## config.mk

```make
export PLATFORM = sky130hd
export DESIGN_NAME = q2e_sqrt_cell
export DESIGN_NICKNAME = d
export VERILOG_FILES = /design/src/hw/rtl/q2e_pkg.sv /design/src/hw/rtl/q2e_sqrt_cell.sv
export SDC_FILE = /design/constraint.sdc
export NUM_CORES = 1
export LEC_CHECK = 0
export BUFFER_PORTS_ARGS = -buffer_cell sky130_fd_sc_hd__buf_2
export CELL_PAD_IN_SITES_DETAIL_PLACEMENT = 0
export CELL_PAD_IN_SITES_GLOBAL_PLACEMENT = 1
export CORE_AREA = 8 8 241 243
export CTS_CLUSTER_SIZE = 28
export DETAILED_ROUTE_END_ITERATION = 10
export DIE_AREA = 0 0 249 251
export PLACE_DENSITY = 0.63
export SLEW_MARGIN = 20
export SYNTH_ARGS = -nofsm -noshare
export SYNTH_HDL_FRONTEND = slang
export SYNTH_SLANG_ARGS = --single-unit
```

## constraint.sdc

```tcl
create_clock -name clk -period 1 [get_ports clk]
set_input_delay 0.1 -clock clk [delete_from_list [all_inputs] [get_ports clk]]
set_output_delay 0.1 -clock clk [all_outputs]
set_load 0.05 [all_outputs]
```

## src/hw/rtl/q2e_pkg.sv

```systemverilog
package q2e_pkg;

	localparam int CORDIC_STAGES_DEF = 16;
	localparam int COMP_WIDTH_DEF    = 16;
	localparam int ATAN_LEN          = 24;
	localparam int DW                = 42;
	localparam int SQ_BITS           = 29;
	localparam int NW                = 57;
	localparam int THR_W             = 15;
	localparam int AW                = 16;
	localparam logic [THR_W-1:0] THR_RESET = 15'd16382;

	typedef struct packed {
		logic                    locked;
		logic signed [AW-1:0]    s14;
		logic signed [DW-1:0]    hy;
		logic signed [DW-1:0]    hx;
		logic signed [DW-1:0]    py;
		logic signed [DW-1:0]    by;
		logic signed [DW-1:0]    bx;
	} carry_t;

	typedef struct packed {
		logic signed [DW-1:0] x;
		logic signed [DW-1:0] y;
		logic [31:0]          z;
		logic                 zero;
	} vec_t;

	typedef struct packed {
		vec_t                 hd;
		vec_t                 pt;
		vec_t                 bk;
		logic                 locked;
		logic signed [AW-1:0] s14;
	} rot_t;

	function automatic logic [31:0] atan_entry(input int i);
		logic [31:0] r;
		unique case (i)
			0: r = 32'd536870912;
			1: r = 32'd316933406;
			2: r = 32'd167458907;
			3: r = 32'd85004756;
			4: r = 32'd42667331;
			5: r = 32'd21354465;
			6: r = 32'd10679838;
			7: r = 32'd5340245;
			8: r = 32'd2670163;
			9: r = 32'd1335087;
			10: r = 32'd667544;
			11: r = 32'd333772;
			12: r = 32'd166886;
			13: r = 32'd83443;
			14: r = 32'd41722;
			15: r = 32'd20861;
			16: r = 32'd10430;
			17: r = 32'd5215;
			18: r = 32'd2608;
			19: r = 32'd1304;
			20: r = 32'd652;
			21: r = 32'd326;
			22: r = 32'd163;
			23: r = 32'd81;
			default: r = 32'd0;
		endcase
		return r;
	endfunction

	// fold a left half-plane vector over before the rotations
	function automatic vec_t vec_prep(input logic signed [DW-1:0] y,
			input logic signed [DW-1:0] x);
		vec_t v;
		v.zero = (x == '0) && (y == '0);
		if (x < 0) begin
			v.x = -x;
			v.y = -y;
			v.z = 32'h8000_0000;
		end else begin
			v.x = x;
			v.y = y;
			v.z = 32'h0;
		end
		return v;
	endfunction

	function automatic logic [AW-1:0] vec_angle(input vec_t v);
		logic [31:0] r;
		r = v.z + 32'h0000_8000;
		return v.zero ? '0 : r[31:16];
	endfunction

endpackage

```

## src/hw/rtl/q2e_sqrt_cell.sv

```systemverilog
module q2e_sqrt_cell
	import q2e_pkg::*;
#(
	parameter int K = 0
) (
	input  logic               clk,
	input  logic               arst_n,
	input  logic               adv,
	input  logic               valid_i,
	input  logic [NW-1:0]      rem_i,
	input  logic [SQ_BITS-1:0] root_i,
	input  carry_t             carry_i,
	output logic               valid_o,
	output logic [NW-1:0]      rem_o,
	output logic [SQ_BITS-1:0] root_o,
	output carry_t             carry_o
);
	logic [59:0] d;
	logic        take;

	always_comb begin
		d = (60'(root_i) << (K + 1)) + (60'(1) << (2 * K));
		take = 60'(rem_i) >= d;
	end

	always_ff @(posedge clk or negedge arst_n) begin
		if (!arst_n)
			valid_o <= 1'b0;
		else if (adv)
			valid_o <= valid_i;
	end

	always_ff @(posedge clk) begin
		if (adv) begin
			rem_o <= take ? (rem_i - d[NW-1:0]) : rem_i;
			root_o <= take ? (root_i | (SQ_BITS'(1) << K)) : root_i;
			carry_o <= carry_i;
		end
	end

endmodule

```

---- After elaboration in Yosys (flattened, before gate mapping) ----
Cells that the tools add are included.
Widths: inputs -> output; s select.
cells by class
  add/subtract/negate cells ............... 2
  magnitude comparators ................... 1
  mux-type cells .......................... 1
operators with widths
  cell                   number
  $ge 57x31->1           1
  $mux 57                1
  $sub 57x31->57         1
  $add 30x1->31 const B  1
storage, ports and cells
  register bits after elaboration ......... 314
  input port bits ......................... 317
  output and inout bits ................... 314
  word-level logic and storage cells ...... 15

---- Longest topological paths before layout ----
Gate-level depths: netlist of the first run.
  depth after elaboration ................. 3
  mapped depth ............................ 13
  mapped depth without buffers ............ 11

---- Worst setup path after synthesis of the first run ----
Ideal clock, no wire load.
  path type ............................... input port to flip-flop
  start ................................... in root_i[28]
  end ..................................... reg rem_o[53], data pin
  library setup time ...................... 0.271 ns
  arrival time ............................ 2.391 ns
  required time ........................... 0.729 ns
  path slack .............................. -1.663 ns
  stages on the path ...................... 12
  path buffers ............................ 2
  cell sequence ........................... inv_1 ha_1 clkbuf_1 or4bb_1 nor4_1 nand4b_1 and4b_1 and2_4 and2_4 buf_6 nor4_1 xor2_1
between the ends
  cells in the longest elaborated chain, start to end .. 3
  elaborated cells on any way between the ends .. 4
  those cells by class .................... 2 x add/sub; 1 x order compare; 1 x mux
ends and longest elaborated chain
  element                                         line                                      text
  start, declared                                 q2e_sqrt_cell.sv:11                       input logic [SQ_BITS-1:0] root_i,
  $add 30x1->31 *                                 q2e_sqrt_cell.sv:22                       d = (60'(root_i) << (K + 1)) + (60'(1) << (2 * K));
  $sub 57x31->57 or $ge 57x31->1 (tied branches)  q2e_sqrt_cell.sv:35, q2e_sqrt_cell.sv:23
  $mux 57 *                                       q2e_sqrt_cell.sv:35                       rem_o <= take ? (rem_i - d[NW-1:0]) : rem_i;
  end signal, assigned                            q2e_sqrt_cell.sv:35
  end, declared                                   q2e_sqrt_cell.sv:14                       output logic [NW-1:0] rem_o,
Mark *: on every way between the ends. The rest lies on a longest branch, timed or not.
A chain may end at the register's enable or synchronous reset.

---- Final worst setup path of the first run ----
  start ................................... in rem_i[36]
  end ..................................... reg rem_o[26], data pin
between the ends
  cells in the longest elaborated chain, start to end .. 2
ends and longest elaborated chain
  element          line                 text
  start, declared  q2e_sqrt_cell.sv:10  input logic [NW-1:0] rem_i,
  $ge 57x31->1     q2e_sqrt_cell.sv:23  take = 60'(rem_i) >= d;
  $mux 57          q2e_sqrt_cell.sv:35
Every way passes these cells.

==> results.json, run 1 <==
{
  "status": "finished, violations left",
  "failed_checks": "negative setup slack",
  "hold_end": "rem_o[28]$_DFFE_PP_",
  "final_common_cell": "buf_6",
  "powerDensity_nw_per_um2": 1600,
  "r2r-end": "valid_o$_DFFE_PN0P_",
  "detailedPlace.worstSlack_ns": -1.90,
  "multi_input_area_sq_um": 3620,
  "synth_cell_types": 52,
  "gp_congestion": 0.831,
  "cts_root_buffer": "clkbuf_16",
  "core_area_sq_um": 54300,
  "num-fill-cells": 4633,
  "die_h_um": 251,
  "layout-drive-gt1-share": 0.534,
  "clockBufferDepth": 3,
  "cts_sinks": 314,
  "finalHoldViolations": 0,
  "fin_area_sq_um": 25700,
  "cpLargestDelayFamily": "simple AND/OR/NAND/NOR gates",
  "grt_pass1_wl_um": 88300,
  "numPortBuffers": 630,
  "postRouteAntennaNets": 0,
  "cp_num_buf_inv": 3,
  "total_leakage_power_nw": 10.7,
  "grt_pass1_vias": 12800,
  "r2r-start": "valid_o$_DFFE_PN0P_",
  "drv_cap": 0,
  "final-seq-area_sq_um": 9420,
  "vias_per_cell": 4.32,
  "drv_slew": 0,
  "peakVddDrop_v": 0.00120,
  "yosysTopAreaCellShare": 0.760,
  "synth.top_cells.by_area": "edfxtp_1, ha_1, xnor2_1",
  "die_width_um": 249,
  "synth-edff-count": 313,
  "cp-start-kind": "primary input",
  "syn-num-nets": 1136,
  "final_cell_mix": "buf_6, edfxtp_1, dlygate4sd3_1",
  "cp-end-kind": "flip-flop",
  "antenna_found_initial": 15,
  "crit_required_ns": 1.27,
  "skew_ns": 0,
  "crit_fanout": 7,
  "synth_flop_cell": "edfxtp_1",
  "grt_overflow": 0,
  "min_from": "rem_i[28]",
  "grt_use_total": 0.189,
  "rsz0062_at_grt": "true",
  "critical_path_class": "in -> reg",
  "dp_hpwl_um": 45800,
  "area_delta_synth_final_pct": 108,
  "start_util": 0.228,
  "numCtsBuffers": 36,
  "wl_per_cell_um": 23.1,
  "insertion_delay_ns": 0.52,
  "cts_tree": "built",
  "drtPass1Iterations": 5,
  "synth_area_per_cell_sq_um": 15.7,
  "wirelength_um": 63300,
  "io_pins": 631,
  "drc_errors": 0,
  "synth_top_area_cell": "edfxtp_1",
  "hold_ws_ns": 0.0580,
  "ys_async_sr_fraction": 0.00318,
  "finalCritPeriodShare": 2.23,
  "drt_iter0_markers": 665,
  "rows": 86,
  "reg2reg_slack_ns": 0.23,
  "ys_seq_area_frac": 0.762,
  "worst_pin_slew_ns": 0.569,
  "die_area_sq_um": 62500,
  "cts.htree.levels": 2,
  "cp_slowest_cell": "or4_4",
  "relSlewSlack": 0.621,
  "grt_max_degree": 36,
  "setup_slack_ns": -1.23,
  "yosysWarnings": 0,
  "yosys_register_bits": 314,
  "clk_pin_slew_worst_paths_ns": 0.06,
  "hold_path_class": "in -> reg",
  "fin_crit_ns": 2.23,
  "netlist_area_sq_um": 12400,
  "worstPathCellList": "buf_6, or4_4, or4_4, or3_4, and4b_1, and2_4, nand2_4, buf_8, buf_12, nor2_4, a21oi_2",
  "setup_viol": 372,
  "whs_path_depth": 4,
  "synthCells": 788,
  "crit_path_frequent_cell": "or4_4",
  "vias": 11800,
  "r2r_cells": 1,
  "crit_arrival_ns": 2.50,
  "nNetsFinal": 2343,
  "max_freq_mhz": 448,
  "place_area_sq_um": 18200,
  "cpPeakStageDelay_ns": 0.53
}
## routing by layer
layer | track usage | wire length [um] | vias to the layer above
met5 | 0 | 13 | -
met3 | 0.0512 | 4130 | 103
met1 | 0.193 | 22200 | 5767
li1 | - | - | 5443
met2 | 0.347 | 33300 | 508
met4 | 0.109 | 3700 | 2
## state kept, by name (all words and copies together) (netlist names)
signal,count
root_o,29
rem_o,57
valid_o,1
carry_o,227
## tightest hold or removal path, delay by kind of cell
kind	cells	cell delay (ns)
AO/OA/AOI/OAI	1	0.09
buffers and inverters	2	0.24
AND/OR/NAND/NOR	1	0.03
## cell usage after synthesis, types with 4 or more instances
library cell and number:
edfxtp_1 313, nor2_1 54, a21oi_1 52, nand2_1 44
inv_1 35, xnor2_1 32, ha_1 30, nand3_1 23
nand4_1 21, xor2_1 19, nor3_1 17, o21ai_0 17
clkbuf_1 14, a21o_1 11, nor4_1 10, or3_1 8
o211ai_1 7, buf_6 6, o21ai_1 6, a211oi_1 4
a31oi_1 4, o21a_1 4, o31ai_1 4
## where the power goes
group,switching [mW],leakage (nW),internal (mW)
clock,5.36,0.511,6.87
combinational,7.19,7.16,5.15
sequential,0.628,3.08,15.9
## how the worst max path moves through the flow
stage,slack (ns),startpoint,endpoint,depth (start not counted)
floorplan,-1.58,rem_i[44],rem_o[53]$_DFFE_PP_,10
global placement,-1.90,root_i[4],rem_o[44]$_DFFE_PP_,12
detailed placement,-1.90,root_i[4],rem_o[44]$_DFFE_PP_,12
CTS,-1.21,root_i[0],rem_o[52]$_DFFE_PP_,13
global route,-1.26,root_i[0],rem_o[40]$_DFFE_PP_,13
finish,-1.23,rem_i[36],rem_o[26]$_DFFE_PP_,11
## through the flow
| stage | power (mW) | utilization | TNS, ns | instances |
|---|---|---|---|---|
| global route | 42.4 | 0.474 | -144.41 | 2736 |
| global placement | 25.5 | 0.335 | -101.74 | 2329 |
| finish | 41.1 | 0.474 | -126.77 | 2737 |
| detailed placement | 25.6 | 0.335 | -104.61 | 2329 |
| floorplan | 21.7 | - | -86.45 | 788 |
| CTS | 40.9 | 0.459 | -136.16 | 2706 |
## repair_timing
action	CTS	global route
resized for setup	742	114
hold buffers	305	0
pin swaps	39	38
endpoints found under the hold margin	309	0
endpoints found under the setup margin	372	535
setup buffers	9	12
cloned	2	5
## final cells by class
type	instances	area share
repair buffers	1192	0.411
flip-flops and latches	314	0.366
multi-input cells	416	0.141
clock buffers	50	0.0382
well taps	704	0.0342
inverters	35	0.00540
clock inverters	12	0.00272
diodes	14	0.00136
## kinds of logic after synthesis
family	synth area share
flip-flops	0.762
AND/OR/NAND/NOR	0.0850
AO/OA/AOI/OAI	0.0624
buffers and inverters	0.0215
XOR/XNOR	0.0361
adder cells (fa/ha/maj)	0.0320
multiplexers	0.000910
Note: power is estimated with default switching activity, not from simulation.
==> run 2: changes to the inputs <==
CORE_AREA = default   (was 8 8 241 243)
CORE_ASPECT_RATIO = 0.8   (was default)
CORE_MARGIN = 8   (was default)
CORE_UTILIZATION = 25   (was default)
DIE_AREA = default   (was 0 0 249 251)
PLACE_DENSITY = 0.67   (was 0.63)
SKIP_LAST_GASP = 1   (was default)
clock period = 2.1 ns   (was 1 ns; I/O delays follow)
==> results.json, run 2 (synthesis gave the netlist of run 1 again) <==
{
  "finalCritPeriodShare": 1.13,
  "cpPeakStageDelay_ns": 0.56,
  "grt_max_degree": 62,
  "powerDensity_nw_per_um2": 816,
  "finalHoldViolations": 0,
  "cts_tree": "built",
  "setup_viol": 57,
  "nNetsFinal": 2267,
  "drtPass1Iterations": 5,
  "die_width_um": 265,
  "die_area_sq_um": 56900,
  "io_pins": 631,
  "cp_num_buf_inv": 2,
  "cp_slowest_cell": "or4_4",
  "r2r-start": "valid_o$_DFFE_PN0P_",
  "hold_path_class": "in -> reg",
  "cts.htree.levels": 2,
  "insertion_delay_ns": 0.53,
  "clock_power_share": 0.315,
  "core_area_sq_um": 49200,
  "stdcell_count": 2587,
  "fin_area_sq_um": 22500,
  "area_delta_synth_final_pct": 82.0,
  "fin_crit_ns": 2.38,
  "place_area_sq_um": 17800,
  "clockBufferDepth": 3,
  "crit_required_ns": 2.39,
  "drv_cap": 0,
  "crit_arrival_ns": 2.67,
  "cts_sinks": 314,
  "hold_ws_ns": 0.0390,
  "final_common_cell": "buf_2",
  "final_core_util": 0.457,
  "relSlewSlack": 0.629,
  "netSwitchingFraction": 0.329,
  "postRouteAntennaNets": 0,
  "p_switching_mw": 6.04,
  "final-seq-area_sq_um": 9420,
  "final_cell_mix": "buf_2, edfxtp_1, dlygate4sd3_1",
  "status": "finished, violations left",
  "rsz0062_at_grt": "true",
  "total_leakage_power_nw": 9.63,
  "wl_per_cell_um": 22.8,
  "drv_slew": 0,
  "grt_overflow": 0,
  "detailedPlace.worstSlack_ns": -0.995,
  "p_comb_frac": 0.266,
  "dp_hpwl_um": 44900,
  "numCtsBuffers": 36,
  "setup-tns-final_ns": -11.11,
  "intPower_mw": 12.3,
  "peakVddDrop_v": 0.000576,
  "grt_pass1_vias": 12100,
  "layout-drive-gt1-share": 0.505,
  "cts_root_buffer": "clkbuf_16",
  "worst_pin_slew_ns": 0.554,
  "grt_pass1_wl_um": 83700,
  "skew_ns": 0,
  "crit_fanout": 5,
  "antenna_found_initial": 13,
  "max_freq_mhz": 421,
  "regMostFlops": "carry_o",
  "cp-start-kind": "primary input",
  "vias_per_cell": 4.45,
  "drc_errors": 0,
  "min_from": "rem_i[6]",
  "rows": 73,
  "die_h_um": 215,
  "total_power_mw": 18.4,
  "setup_slack_ns": -0.277,
  "worstPathCellList": "buf_6, or4_4, or4_4, or3_4, and4b_1, and2_4, and2_4, buf_12, nor4b_4, xor2_1",
  "vias": 11500,
  "wirelength_um": 59000,
  "multi_input_area_sq_um": 3300,
  "startpoint": "rem_i[36]",
  "largest_reg_flops": 227,
  "seqPwrFrac": 0.418,
  "cp-end-kind": "flip-flop",
  "failed_checks": "negative setup slack",
  "reg_top3": "carry_o x227, rem_o x57, root_o x29",
  "clk_pin_slew_worst_paths_ns": 0.07,
  "num-fill-cells": 4439,
  "grt_use_total": 0.196,
  "critical_path_class": "in -> reg",
  "drt_iter0_markers": 837,
  "start_util": 0.251,
  "gp_congestion": 0.947,
  "cpLargestDelayFamily": "simple AND/OR/NAND/NOR gates",
  "dp.cells": 2222,
  "numPortBuffers": 630
}
## run 2: changes by cell type in the layout (fill, tap and decap cells not counted), moves of 7 or more
cell	before	now
diode_2	14	6
o21ai_0	7	14
buf_4	221	187
ha_4	26	15
a21oi_1	41	50
ha_1	4	12
dlygate4sd3_1	304	276
nor2_1	34	50
buf_2	301	622
buf_6	340	10
nor2_2	12	4
nor2_4	8	0
## run 2: cell type report
class                           count  area share
Tap cell                          637      0.0354
Timing Repair Buffer             1116       0.346
Inverter                           35     0.00606
Clock inverter                     17     0.00489
Clock buffer                       46      0.0417
Sequential cell                   314       0.419
Multi-Input combinational cell    416       0.147
Antenna cell                        6    0.000667
## run 2: worst paths after layout
kind | end | slack [ns] | cells past startpoint
setup / recovery | rem_o[45]$_DFFE_PP_ | -0.28 | 10
hold / removal | rem_o[6]$_DFFE_PP_ | 0.04 | 3
setup reg to reg | valid_o$_DFFE_PN0P_ | 1.36 | 1
hold reg to reg | valid_o$_DFFE_PN0P_ | 0.50 | 1
max in group asynchronous | valid_o$_DFFE_PN0P_ | 1.43 | 3
min in group asynchronous | valid_o$_DFFE_PN0P_ | 0.57 | 3
## run 2: repair_timing
action,CTS,global route
resized for setup,50,84
hold endpoints to repair,274,1
hold buffers,275,1
pin swaps,19,16
setup endpoints to repair,58,58
cloned,2,3
buffers inserted,7,10
## run 2: per-layer routing
layer	wire length (um)	track usage	up-vias
met5	33	0	-
met2	31400	0.367	477
met3	3900	0.0500	97
met4	1990	0.0628	6
li1	-	-	5285
met1	21700	0.213	5660
## run 2: power by group through the flow
stage	logic [mW]	clock network [mW]	registers [mW]
finish	4.90	5.79	7.69
global route	5.12	6.19	7.74
CTS	4.82	5.99	7.68
detailed placement	4.28	0	7.81
global placement	4.26	0	7.80
floorplan	0.601	0	9.74
## run 2: tightest hold or removal path, delay by kind of cell
family | cells | cell delay [ns]
buffers and inverters | 1 | 0.10
AOI/OAI and AO/OA | 1 | 0.10
and+or+nand+nor | 1 | 0.04
